==> src/design/decimal_length_prefix_deframer_macros.svh <==
// ----------------------------------------------------------------------------
// decimal_length_prefix_deframer_macros.svh
// Assertion macros shared by the deframer modules.
// ----------------------------------------------------------------------------
`ifndef DECIMAL_LENGTH_PREFIX_DEFRAMER_MACROS_SVH
`define DECIMAL_LENGTH_PREFIX_DEFRAMER_MACROS_SVH

// Check a property on every clock edge outside reset.
`define DLPD_ASSERT(label, prop, msg) \
    label: assert property (@(posedge i_clk) disable iff (!i_rst_n) (prop)) \
        else $error(msg);

// Check that a condition holds in the cycle after a trigger.
`define DLPD_ASSERT_NEXT(label, trig, cons, msg) \
    label: assert property (@(posedge i_clk) disable iff (!i_rst_n) \
        (trig) |=> (cons)) else $error(msg);

`endif

==> src/design/dlpd_pkg.sv <==
// ----------------------------------------------------------------------------
// dlpd_pkg
// Types, constants and codes of the decimal length-prefix deframer.
// ----------------------------------------------------------------------------
package dlpd_pkg;

    localparam int MAX_HEADER_DIGITS = 6;
    localparam int HDR_POS_W         = $clog2(MAX_HEADER_DIGITS + 1);
    localparam int LEN_W             = 20;
    localparam logic [LEN_W-1:0] LEN_MAX   = {LEN_W{1'b1}};
    localparam logic [LEN_W-1:0] LEN_RESET = LEN_W'(999999);

    localparam logic [7:0] CH_NL    = 8'h0A;
    localparam logic [7:0] CH_TAB   = 8'h09;
    localparam logic [7:0] CH_VT    = 8'h0B;
    localparam logic [7:0] CH_FF    = 8'h0C;
    localparam logic [7:0] CH_CR    = 8'h0D;
    localparam logic [7:0] CH_SPACE = 8'h20;
    localparam logic [7:0] CH_PLUS  = 8'h2B;
    localparam logic [7:0] CH_MINUS = 8'h2D;
    localparam logic [7:0] CH_ZERO  = 8'h30;
    localparam logic [7:0] CH_NINE  = 8'h39;

    typedef enum logic [1:0] {
        PH_HEADER,
        PH_PAYLOAD,
        PH_ERROR
    } t_phase;

    typedef enum logic [1:0] {
        SUB_SKIP,
        SUB_SIGNED,
        SUB_DIGITS,
        SUB_DONE
    } t_sub;

    typedef enum logic [1:0] {
        ST_PAYLOAD,
        ST_NO_NEWLINE,
        ST_BAD_LENGTH,
        ST_TOO_LONG
    } t_status;

    typedef struct packed {
        logic [7:0]       payload_byte;
        logic             first_of_frame;
        logic             last_of_frame;
        logic [LEN_W-1:0] frame_length;
        t_status          status;
    } t_result;

endpackage

==> src/design/dlpd_core.sv <==
// ----------------------------------------------------------------------------
// dlpd_core
// Frame state, header parser and per-byte result logic of the deframer.
// ----------------------------------------------------------------------------
`include "decimal_length_prefix_deframer_macros.svh"

module dlpd_core (
    input  logic                             i_clk,
    input  logic                             i_rst_n,
    input  logic                             i_take,
    input  logic [7:0]                       i_data_byte,
    input  logic                             i_cfg_we,
    input  logic [dlpd_pkg::LEN_W-1:0]       i_cfg_max_len,
    output logic                             o_res_valid,
    output dlpd_pkg::t_result                o_res
);

    dlpd_pkg::t_phase                    r_phase,     n_phase;
    dlpd_pkg::t_sub                      r_sub,       n_sub;
    dlpd_pkg::t_status                   r_err,       n_err;
    logic [dlpd_pkg::HDR_POS_W-1:0]      r_pos,       n_pos;
    logic [dlpd_pkg::LEN_W-1:0]          r_acc,       n_acc;
    logic                                r_neg,       n_neg;
    logic [dlpd_pkg::LEN_W-1:0]          r_remaining, n_remaining;
    logic [dlpd_pkg::LEN_W-1:0]          r_announced, n_announced;
    logic [dlpd_pkg::LEN_W-1:0]          r_max_len;

    logic                                is_nl;
    logic                                is_digit;
    logic                                is_space;
    logic                                is_sign;
    logic                                hdr_full;
    logic                                len_bad;
    logic                                len_big;
    logic                                pl_first;
    logic                                pl_last;
    logic [dlpd_pkg::LEN_W+3:0]          acc_prod;
    logic [dlpd_pkg::LEN_W-1:0]          acc_digit;

    assign is_nl    = (i_data_byte == dlpd_pkg::CH_NL);
    assign is_digit = (i_data_byte >= dlpd_pkg::CH_ZERO) && (i_data_byte <= dlpd_pkg::CH_NINE);
    assign is_space = (i_data_byte == dlpd_pkg::CH_SPACE) || (i_data_byte == dlpd_pkg::CH_TAB)
                   || (i_data_byte == dlpd_pkg::CH_VT) || (i_data_byte == dlpd_pkg::CH_FF)
                   || (i_data_byte == dlpd_pkg::CH_CR);
    assign is_sign  = (i_data_byte == dlpd_pkg::CH_PLUS) || (i_data_byte == dlpd_pkg::CH_MINUS);
    assign hdr_full = (r_pos >= dlpd_pkg::HDR_POS_W'(dlpd_pkg::MAX_HEADER_DIGITS));
    assign len_bad  = (r_acc == '0) || r_neg;
    assign len_big  = (r_acc > r_max_len);
    assign pl_first = (r_remaining == r_announced);
    assign pl_last  = (r_remaining <= dlpd_pkg::LEN_W'(1));

    // acc * 10 + digit, saturated
    assign acc_prod  = {1'b0, r_acc, 3'b000} + {3'b000, r_acc, 1'b0}
                     + {(dlpd_pkg::LEN_W)'(0), i_data_byte[3:0]};
    assign acc_digit = (acc_prod[dlpd_pkg::LEN_W+3:dlpd_pkg::LEN_W] != 4'd0)
                     ? dlpd_pkg::LEN_MAX : acc_prod[dlpd_pkg::LEN_W-1:0];

    always_comb begin
        n_phase     = r_phase;
        n_sub       = r_sub;
        n_err       = r_err;
        n_pos       = r_pos;
        n_acc       = r_acc;
        n_neg       = r_neg;
        n_remaining = r_remaining;
        n_announced = r_announced;
        if (i_take) begin
            unique case (r_phase)
                dlpd_pkg::PH_ERROR: begin
                end
                dlpd_pkg::PH_PAYLOAD: begin
                    if (pl_last) begin
                        n_phase     = dlpd_pkg::PH_HEADER;
                        n_remaining = '0;
                        n_sub       = dlpd_pkg::SUB_SKIP;
                        n_pos       = '0;
                        n_acc       = '0;
                        n_neg       = 1'b0;
                    end else begin
                        n_remaining = r_remaining - dlpd_pkg::LEN_W'(1);
                    end
                end
                dlpd_pkg::PH_HEADER: begin
                    if (is_nl) begin
                        if (len_bad) begin
                            n_phase     = dlpd_pkg::PH_ERROR;
                            n_err       = dlpd_pkg::ST_BAD_LENGTH;
                            n_announced = '0;
                        end else if (len_big) begin
                            n_phase     = dlpd_pkg::PH_ERROR;
                            n_err       = dlpd_pkg::ST_TOO_LONG;
                            n_announced = r_acc;
                        end else begin
                            n_phase     = dlpd_pkg::PH_PAYLOAD;
                            n_announced = r_acc;
                            n_remaining = r_acc;
                            n_sub       = dlpd_pkg::SUB_SKIP;
                            n_pos       = '0;
                            n_acc       = '0;
                            n_neg       = 1'b0;
                        end
                    end else if (hdr_full) begin
                        n_phase     = dlpd_pkg::PH_ERROR;
                        n_err       = dlpd_pkg::ST_NO_NEWLINE;
                        n_announced = '0;
                    end else begin
                        n_pos = r_pos + dlpd_pkg::HDR_POS_W'(1);
                        unique case (r_sub)
                            dlpd_pkg::SUB_SKIP: begin
                                if (is_space) begin
                                end else if (is_sign) begin
                                    n_neg = (i_data_byte == dlpd_pkg::CH_MINUS);
                                    n_sub = dlpd_pkg::SUB_SIGNED;
                                end else if (is_digit) begin
                                    n_acc = acc_digit;
                                    n_sub = dlpd_pkg::SUB_DIGITS;
                                end else begin
                                    n_sub = dlpd_pkg::SUB_DONE;
                                end
                            end
                            dlpd_pkg::SUB_SIGNED, dlpd_pkg::SUB_DIGITS: begin
                                if (is_digit) begin
                                    n_acc = acc_digit;
                                    n_sub = dlpd_pkg::SUB_DIGITS;
                                end else begin
                                    n_sub = dlpd_pkg::SUB_DONE;
                                end
                            end
                            default: begin
                            end
                        endcase
                    end
                end
                default: begin
                    n_phase = dlpd_pkg::PH_HEADER;
                end
            endcase
        end
    end

    always_comb begin
        o_res_valid         = 1'b0;
        o_res.payload_byte   = '0;
        o_res.first_of_frame = 1'b0;
        o_res.last_of_frame  = 1'b0;
        o_res.frame_length   = '0;
        o_res.status         = dlpd_pkg::ST_PAYLOAD;
        unique case (r_phase)
            dlpd_pkg::PH_ERROR: begin
                o_res_valid        = 1'b1;
                o_res.frame_length = r_announced;
                o_res.status       = r_err;
            end
            dlpd_pkg::PH_PAYLOAD: begin
                o_res_valid          = 1'b1;
                o_res.payload_byte   = i_data_byte;
                o_res.first_of_frame = pl_first;
                o_res.last_of_frame  = pl_last;
                o_res.frame_length   = r_announced;
            end
            dlpd_pkg::PH_HEADER: begin
                if (is_nl) begin
                    if (len_bad) begin
                        o_res_valid  = 1'b1;
                        o_res.status = dlpd_pkg::ST_BAD_LENGTH;
                    end else if (len_big) begin
                        o_res_valid        = 1'b1;
                        o_res.status       = dlpd_pkg::ST_TOO_LONG;
                        o_res.frame_length = r_acc;
                    end
                end else if (hdr_full) begin
                    o_res_valid  = 1'b1;
                    o_res.status = dlpd_pkg::ST_NO_NEWLINE;
                end
            end
            default: begin
            end
        endcase
    end

    always_ff @(posedge i_clk) begin
        if (!i_rst_n) begin
            r_phase     <= dlpd_pkg::PH_HEADER;
            r_sub       <= dlpd_pkg::SUB_SKIP;
            r_err       <= dlpd_pkg::ST_PAYLOAD;
            r_pos       <= '0;
            r_acc       <= '0;
            r_neg       <= 1'b0;
            r_remaining <= '0;
            r_announced <= '0;
            r_max_len   <= dlpd_pkg::LEN_RESET;
        end else begin
            r_phase     <= n_phase;
            r_sub       <= n_sub;
            r_err       <= n_err;
            r_pos       <= n_pos;
            r_acc       <= n_acc;
            r_neg       <= n_neg;
            r_remaining <= n_remaining;
            r_announced <= n_announced;
            if (i_cfg_we) begin
                r_max_len <= i_cfg_max_len;
            end
        end
    end

    `DLPD_ASSERT(a_payload_count, (r_phase != dlpd_pkg::PH_PAYLOAD) ||
        ((r_remaining != '0) && (r_remaining <= r_announced)),
        "payload count outside announced length")
    `DLPD_ASSERT(a_header_pos, (r_phase != dlpd_pkg::PH_HEADER) ||
        (r_pos <= dlpd_pkg::HDR_POS_W'(dlpd_pkg::MAX_HEADER_DIGITS)),
        "header position past limit")
    `DLPD_ASSERT_NEXT(a_error_sticky, r_phase == dlpd_pkg::PH_ERROR,
        (r_phase == dlpd_pkg::PH_ERROR) && $stable(r_err) && $stable(r_announced),
        "error state left or changed")

endmodule

==> src/design/dlpd_skid.sv <==
// ----------------------------------------------------------------------------
// dlpd_skid
// Two-entry result register: output stage plus skid stage.
// ----------------------------------------------------------------------------
`include "decimal_length_prefix_deframer_macros.svh"

module dlpd_skid (
    input  logic              i_clk,
    input  logic              i_rst_n,
    input  logic              i_push,
    input  dlpd_pkg::t_result i_res,
    output logic              o_ready,
    output logic              o_valid,
    input  logic              i_ready,
    output dlpd_pkg::t_result o_res
);

    logic              r_out_valid;
    logic              r_skid_valid;
    dlpd_pkg::t_result r_out;
    dlpd_pkg::t_result r_skid;
    logic              pop;

    assign pop     = r_out_valid && i_ready;
    assign o_ready = !r_skid_valid;
    assign o_valid = r_out_valid;
    assign o_res   = r_out;

    always_ff @(posedge i_clk) begin
        if (!i_rst_n) begin
            r_out_valid  <= 1'b0;
            r_skid_valid <= 1'b0;
        end else if (r_skid_valid) begin
            if (pop) begin
                r_skid_valid <= 1'b0;
            end
        end else if (i_push) begin
            if (r_out_valid && !pop) begin
                r_skid_valid <= 1'b1;
            end else begin
                r_out_valid <= 1'b1;
            end
        end else if (pop) begin
            r_out_valid <= 1'b0;
        end
    end

    always_ff @(posedge i_clk) begin
        if (r_skid_valid) begin
            if (pop) begin
                r_out <= r_skid;
            end
        end else if (i_push) begin
            if (r_out_valid && !pop) begin
                r_skid <= i_res;
            end else begin
                r_out <= i_res;
            end
        end
    end

    `DLPD_ASSERT(a_skid_implies_out, !r_skid_valid || r_out_valid,
        "skid stage full with output stage empty")
    `DLPD_ASSERT_NEXT(a_push_held, i_push && r_out_valid && !pop,
        r_skid_valid && r_out_valid, "stalled transfer not held")
    `DLPD_ASSERT_NEXT(a_skid_drain, r_skid_valid && pop,
        !r_skid_valid && r_out_valid, "skid stage not drained")

endmodule

==> src/design/decimal_length_prefix_deframer.sv <==
// ----------------------------------------------------------------------------
// decimal_length_prefix_deframer
// Takes one stream byte per cycle while input ready is high. Header bytes
// give no result, but for one that sets the sticky error; each payload byte,
// and each byte once the sticky error is set, gives one result, held in the
// two-entry result register. Input ready depends only on that register: it
// drops only while both the output stage and the skid stage hold a result, so
// a stalled output side costs no input cycle until two results are waiting.
// Configuration writes are taken in any cycle.
// ----------------------------------------------------------------------------
module decimal_length_prefix_deframer (
    input  logic                       i_clk,
    input  logic                       i_rst_n,
    input  logic                       i_in_valid,
    output logic                       o_in_ready,
    input  logic [7:0]                 i_data_byte,
    output logic                       o_out_valid,
    input  logic                       i_out_ready,
    output logic [7:0]                 o_payload_byte,
    output logic                       o_first_of_frame,
    output logic                       o_last_of_frame,
    output logic [dlpd_pkg::LEN_W-1:0] o_frame_length,
    output logic [1:0]                 o_status,
    input  logic                       i_cfg_valid,
    output logic                       o_cfg_ready,
    input  logic [dlpd_pkg::LEN_W-1:0] i_cfg_max_payload_len
);

    logic              take;
    logic              res_valid;
    dlpd_pkg::t_result res;
    dlpd_pkg::t_result out_res;

    assign take        = i_in_valid && o_in_ready;
    assign o_cfg_ready = 1'b1;

    dlpd_core u_core (
        .i_clk         (i_clk),
        .i_rst_n       (i_rst_n),
        .i_take        (take),
        .i_data_byte   (i_data_byte),
        .i_cfg_we      (i_cfg_valid),
        .i_cfg_max_len (i_cfg_max_payload_len),
        .o_res_valid   (res_valid),
        .o_res         (res)
    );

    dlpd_skid u_skid (
        .i_clk   (i_clk),
        .i_rst_n (i_rst_n),
        .i_push  (take && res_valid),
        .i_res   (res),
        .o_ready (o_in_ready),
        .o_valid (o_out_valid),
        .i_ready (i_out_ready),
        .o_res   (out_res)
    );

    assign o_payload_byte   = out_res.payload_byte;
    assign o_first_of_frame = out_res.first_of_frame;
    assign o_last_of_frame  = out_res.last_of_frame;
    assign o_frame_length   = out_res.frame_length;
    assign o_status         = out_res.status;

endmodule
==> config.mk <==
export PLATFORM = sky130hd
export DESIGN_NAME = decimal_length_prefix_deframer
export DESIGN_NICKNAME = d
export VERILOG_FILES = /design/src/design/dlpd_pkg.sv /design/src/design/dlpd_core.sv /design/src/design/dlpd_skid.sv /design/src/design/decimal_length_prefix_deframer.sv
export VERILOG_INCLUDE_DIRS = /design/src /design/src/design
export SDC_FILE = /design/constraint.sdc
export NUM_CORES = 1
export LEC_CHECK = 0
export BUFFER_PORTS_ARGS = -buffer_cell sky130_fd_sc_hd__buf_2
export CORE_MARGIN = 5
export CORE_UTILIZATION = 45
export CTS_CLUSTER_SIZE = 8
export DETAILED_ROUTE_END_ITERATION = 12
export GPL_TIMING_DRIVEN = 0
export PLACE_DENSITY = 0.63
export SLEW_MARGIN = 20
export SYNTH_ARGS = -nofsm -noshare
export SYNTH_HDL_FRONTEND = slang
export SYNTH_SLANG_ARGS = --single-unit
export TNS_END_PERCENT = 10
==> constraint.sdc <==
create_clock -name i_clk -period 9.1 [get_ports i_clk]
set_clock_uncertainty 0.05 [all_clocks]
set_input_delay 0.455 -clock i_clk [delete_from_list [all_inputs] [get_ports i_clk]]
set_output_delay 0.455 -clock i_clk [all_outputs]
set_load 0.01 [all_outputs]
==> impl_metrics.ini <==
[routing]
wl_per_cell_microns = 17.94
ant_nets = 0
vias_per_cell = 5.633
drtPass1Iterations = 5
drc_errors = 0
drt_iter0_drc = 615
vias = 7503
drt_wl_total_microns = 23890

[sta]
max_slew_margin_pct = 32.07
setup_total_negative_slack_ns = 0
whs_ns = 0.1929
rsz0062_at_grt = false
worst_slack_ns = 4.707
max_clock_freq_ghz = 0.2276
worst-slew-pin-transition_ns = 1.013
finalCritPeriodShare_pct = 48.28
final-max-slew-violation-count = 0
period_minus_slack_ns = 4.393
hold_viol = 0
setup_violations = 0

[floorplan]
core_sq_um = 19590
die_h_microns = 151.5
die_area_sq_um = 22940
boundaryPins = 68
start_util_pct = 45.97
die_w_microns = 151.5
num_rows = 51

[clocking]
ctsResizeCount = 0
clk_path_buf_depth = 2
clkLatencyLatePin_ns = 0.43
cts.reportedPaths.clkPinSlew_ns = 0.07
h-tree-depth = 4
root_buffer = clkbuf_16
post_cts.repair.setup_buffers = 0
clock-sinks = 156
cts_buffers = 17
hold_buffers = 0
cts_tree = done

[run_status]
status = completed

[worst_setup_path]
end_kind = flop
cp.arrival_ns = 4.66
r2r_start = u_core.r_acc[2]$_SDFFE_PN0P_
worstPathMaxFanout = 10
path_class = flop to flop
required_ns = 9.36
start_kind = flop
cp-startpoint = u_core.r_acc[2]$_SDFFE_PN0P_

[yosys]
yosysWarnings = 0
synth_cells = 965
synth-main-ff-cell = dfxtp_1
ys_types = 78
synth-edff-count = 64
ys_seq_area_share_pct = 41.79
ys_seq_elements = 156
synthArstFlopShare_pct = 0
netlist_area_sq_um = 9006
synth_nets = 1068
yosysTopAreaCell = edfxtp_1
synth.area.top_cells = edfxtp_1, dfxtp_1, ha_1
synth_top_cell_area_share_pct = 21.34
syn_area_per_cell_sq_um = 9.333

[pwr]
switching_power_mw = 0.3516
internal_power_mw = 1.193
leakagePower_nw = 4.339
comb_power_share_pct = 4.1
vdd_drop_max_mv = 0.1328
clkPwrFrac_pct = 48.4
pwr-share-seq_pct = 47.6
p_per_area_nw_per_um2 = 149.5
switching_share_pct = 22.77
fin_total_pwr_mw = 1.545

[global_routing]
grt_pass1_vias = 7262
grt_overflow_total = 0
grt_pass1_wl_microns = 38530
grt_max_degree = 17
antenna_found_initial = 0
gr-usage-all-layers_pct = 21.51

[worst_hold_path]
min_from = i_cfg_max_payload_len[5]
hold_class = input pin to flop

[final_layout]
n_fill_cell = 1850
multi_input_area_sq_um = 4832
nets = 1157
fin_util_pct = 52.73
register_area_sq_um = 3764
diodes = 0
fin_area_sq_um = 10330
synthToLayoutAreaGrowth_pct = 14.70
layout.cells.non_filler = 1332
drive_above_1_share_pct = 13.96

[placement]
dpl_cell_area_sq_um = 9718
place_congestion = 0.8948
port-buffer-count = 65
hpwl_microns = 17950
dp_slack_ns = 4.614
dp_cells = 1300

[flow_run]
cap_violations = 0
==> worst max-delay path: stages (launching register included) <==
cell and delay, ns:
dfxtp_1 0.59, inv_1 0.10, fa_1 0.50, fa_1 0.45, nand2b_1 0.20, a21oi_1 0.32
o21ai_1 0.17, a31oi_1 0.27, o21ai_1 0.10, a211oi_1 0.85, buf_2 0.37, nand3_1 0.10
a22o_1 0.22
==> final timing paths <==
path / to / slack, ns / cells past startpoint
worst min-delay path: u_core.r_max_len[5]$_SDFFE_PN1P_ / 0.19 / 3
worst max register to register: u_core.r_acc[15]$_SDFFE_PN0P_ / 4.71 / 12
worst max-delay path: u_core.r_acc[15]$_SDFFE_PN0P_ / 4.71 / 12
worst min register to register: u_core.r_max_len[11]$_SDFFE_PN0P_ / 0.44 / 2
==> metal layers <==
metal	track usage, %	up-vias	wire, microns	part of all wire [%]
met2	35.92	178	11440	48
met1	28.37	3579	10980	46
met5	0	-	0	0
met4	7.480	0	518	2.2
met3	3.450	34	959	4.0
li1	-	3712	-	-
==> logic make-up (layout without fill, tap and decap cells) <==
| logic type | after synthesis | in the layout | synth area share (%) |
|---|---|---|---|
| buf+inv | 101 | 203 | 4.682 |
| fa+ha+maj | 70 | 70 | 9.892 |
| simple gates | 304 | 304 | 16.38 |
| other cells | 1 | 1 | 0.04164 |
| flops | 156 | 156 | 41.79 |
| xor+xnor | 44 | 44 | 4.279 |
| mux | 26 | 26 | 3.029 |
| compound gates | 263 | 263 | 19.91 |
==> cell usage in the layout (no fill, tap or decap), drive strengths merged, types with 25 or more instances in the layout <==
cell type / instances
dfxtp: 92
a22oi: 44
nor2: 93
ha: 68
edfxtp: 64
buf: 87
nand3: 25
nand2: 92
o21ai: 56
a21oi: 53
clkbuf: 53
inv: 56
==> power by group through the flow <==
stage	Sequential [mW]	Clock (mW)	Combinational, mW
after global routing	0.735	0.784	0.0705
final	0.735	0.747	0.0627
after CTS	0.735	0.754	0.0628
after detailed placement	0.750	0	0.0623
after floorplan	0.749	0	0.0396
after global placement	0.750	0	0.0607
==> registers in the layout (all words and copies together), names as in the netlist, 2 cells and up <==
signal / cells
u_skid.o_res: 32
u_skid.r_skid: 32
u_core.r_acc: 20
u_core.r_announced: 20
u_core.r_max_len: 20
u_core.r_remaining: 20
u_core.r_pos: 3
u_core.r_err: 2
u_core.r_phase: 2
u_core.r_sub: 2
==> cell type report <==
cell class                 count  share of cell area [%]
buffer                        52                   2.301
clock buffer                  18                   4.155
clock inverter                14                   1.756
inverter                      49                   1.781
multi-input combinational    708                   46.78
sequential                   156                   36.43
tap                          265                   3.210
timing repair buffer          70                   3.585
==> cells in the mapped netlist (5+ instances only) <==
cell type and instances:
buf_2 7, o21ai_1 12, or3_1 6, dfxtp_1 92, nor2_1 91, ha_1 68
a22o_1 15, o21ai_0 43, a21o_1 15, nor3_1 17, a21oi_1 52, nand4_1 8
o211ai_1 23, xnor2_1 22, a22oi_1 40, nand3_1 25, inv_1 49, mux2i_1 16
mux2_2 10, a211oi_1 7, nand2b_1 9, a31oi_1 5, nor4_1 13, nand2_1 92
edfxtp_1 64, and2_1 10, clkbuf_1 35, a311oi_1 5, xor2_1 22
Note: power is estimated with default switching activity, not from simulation.
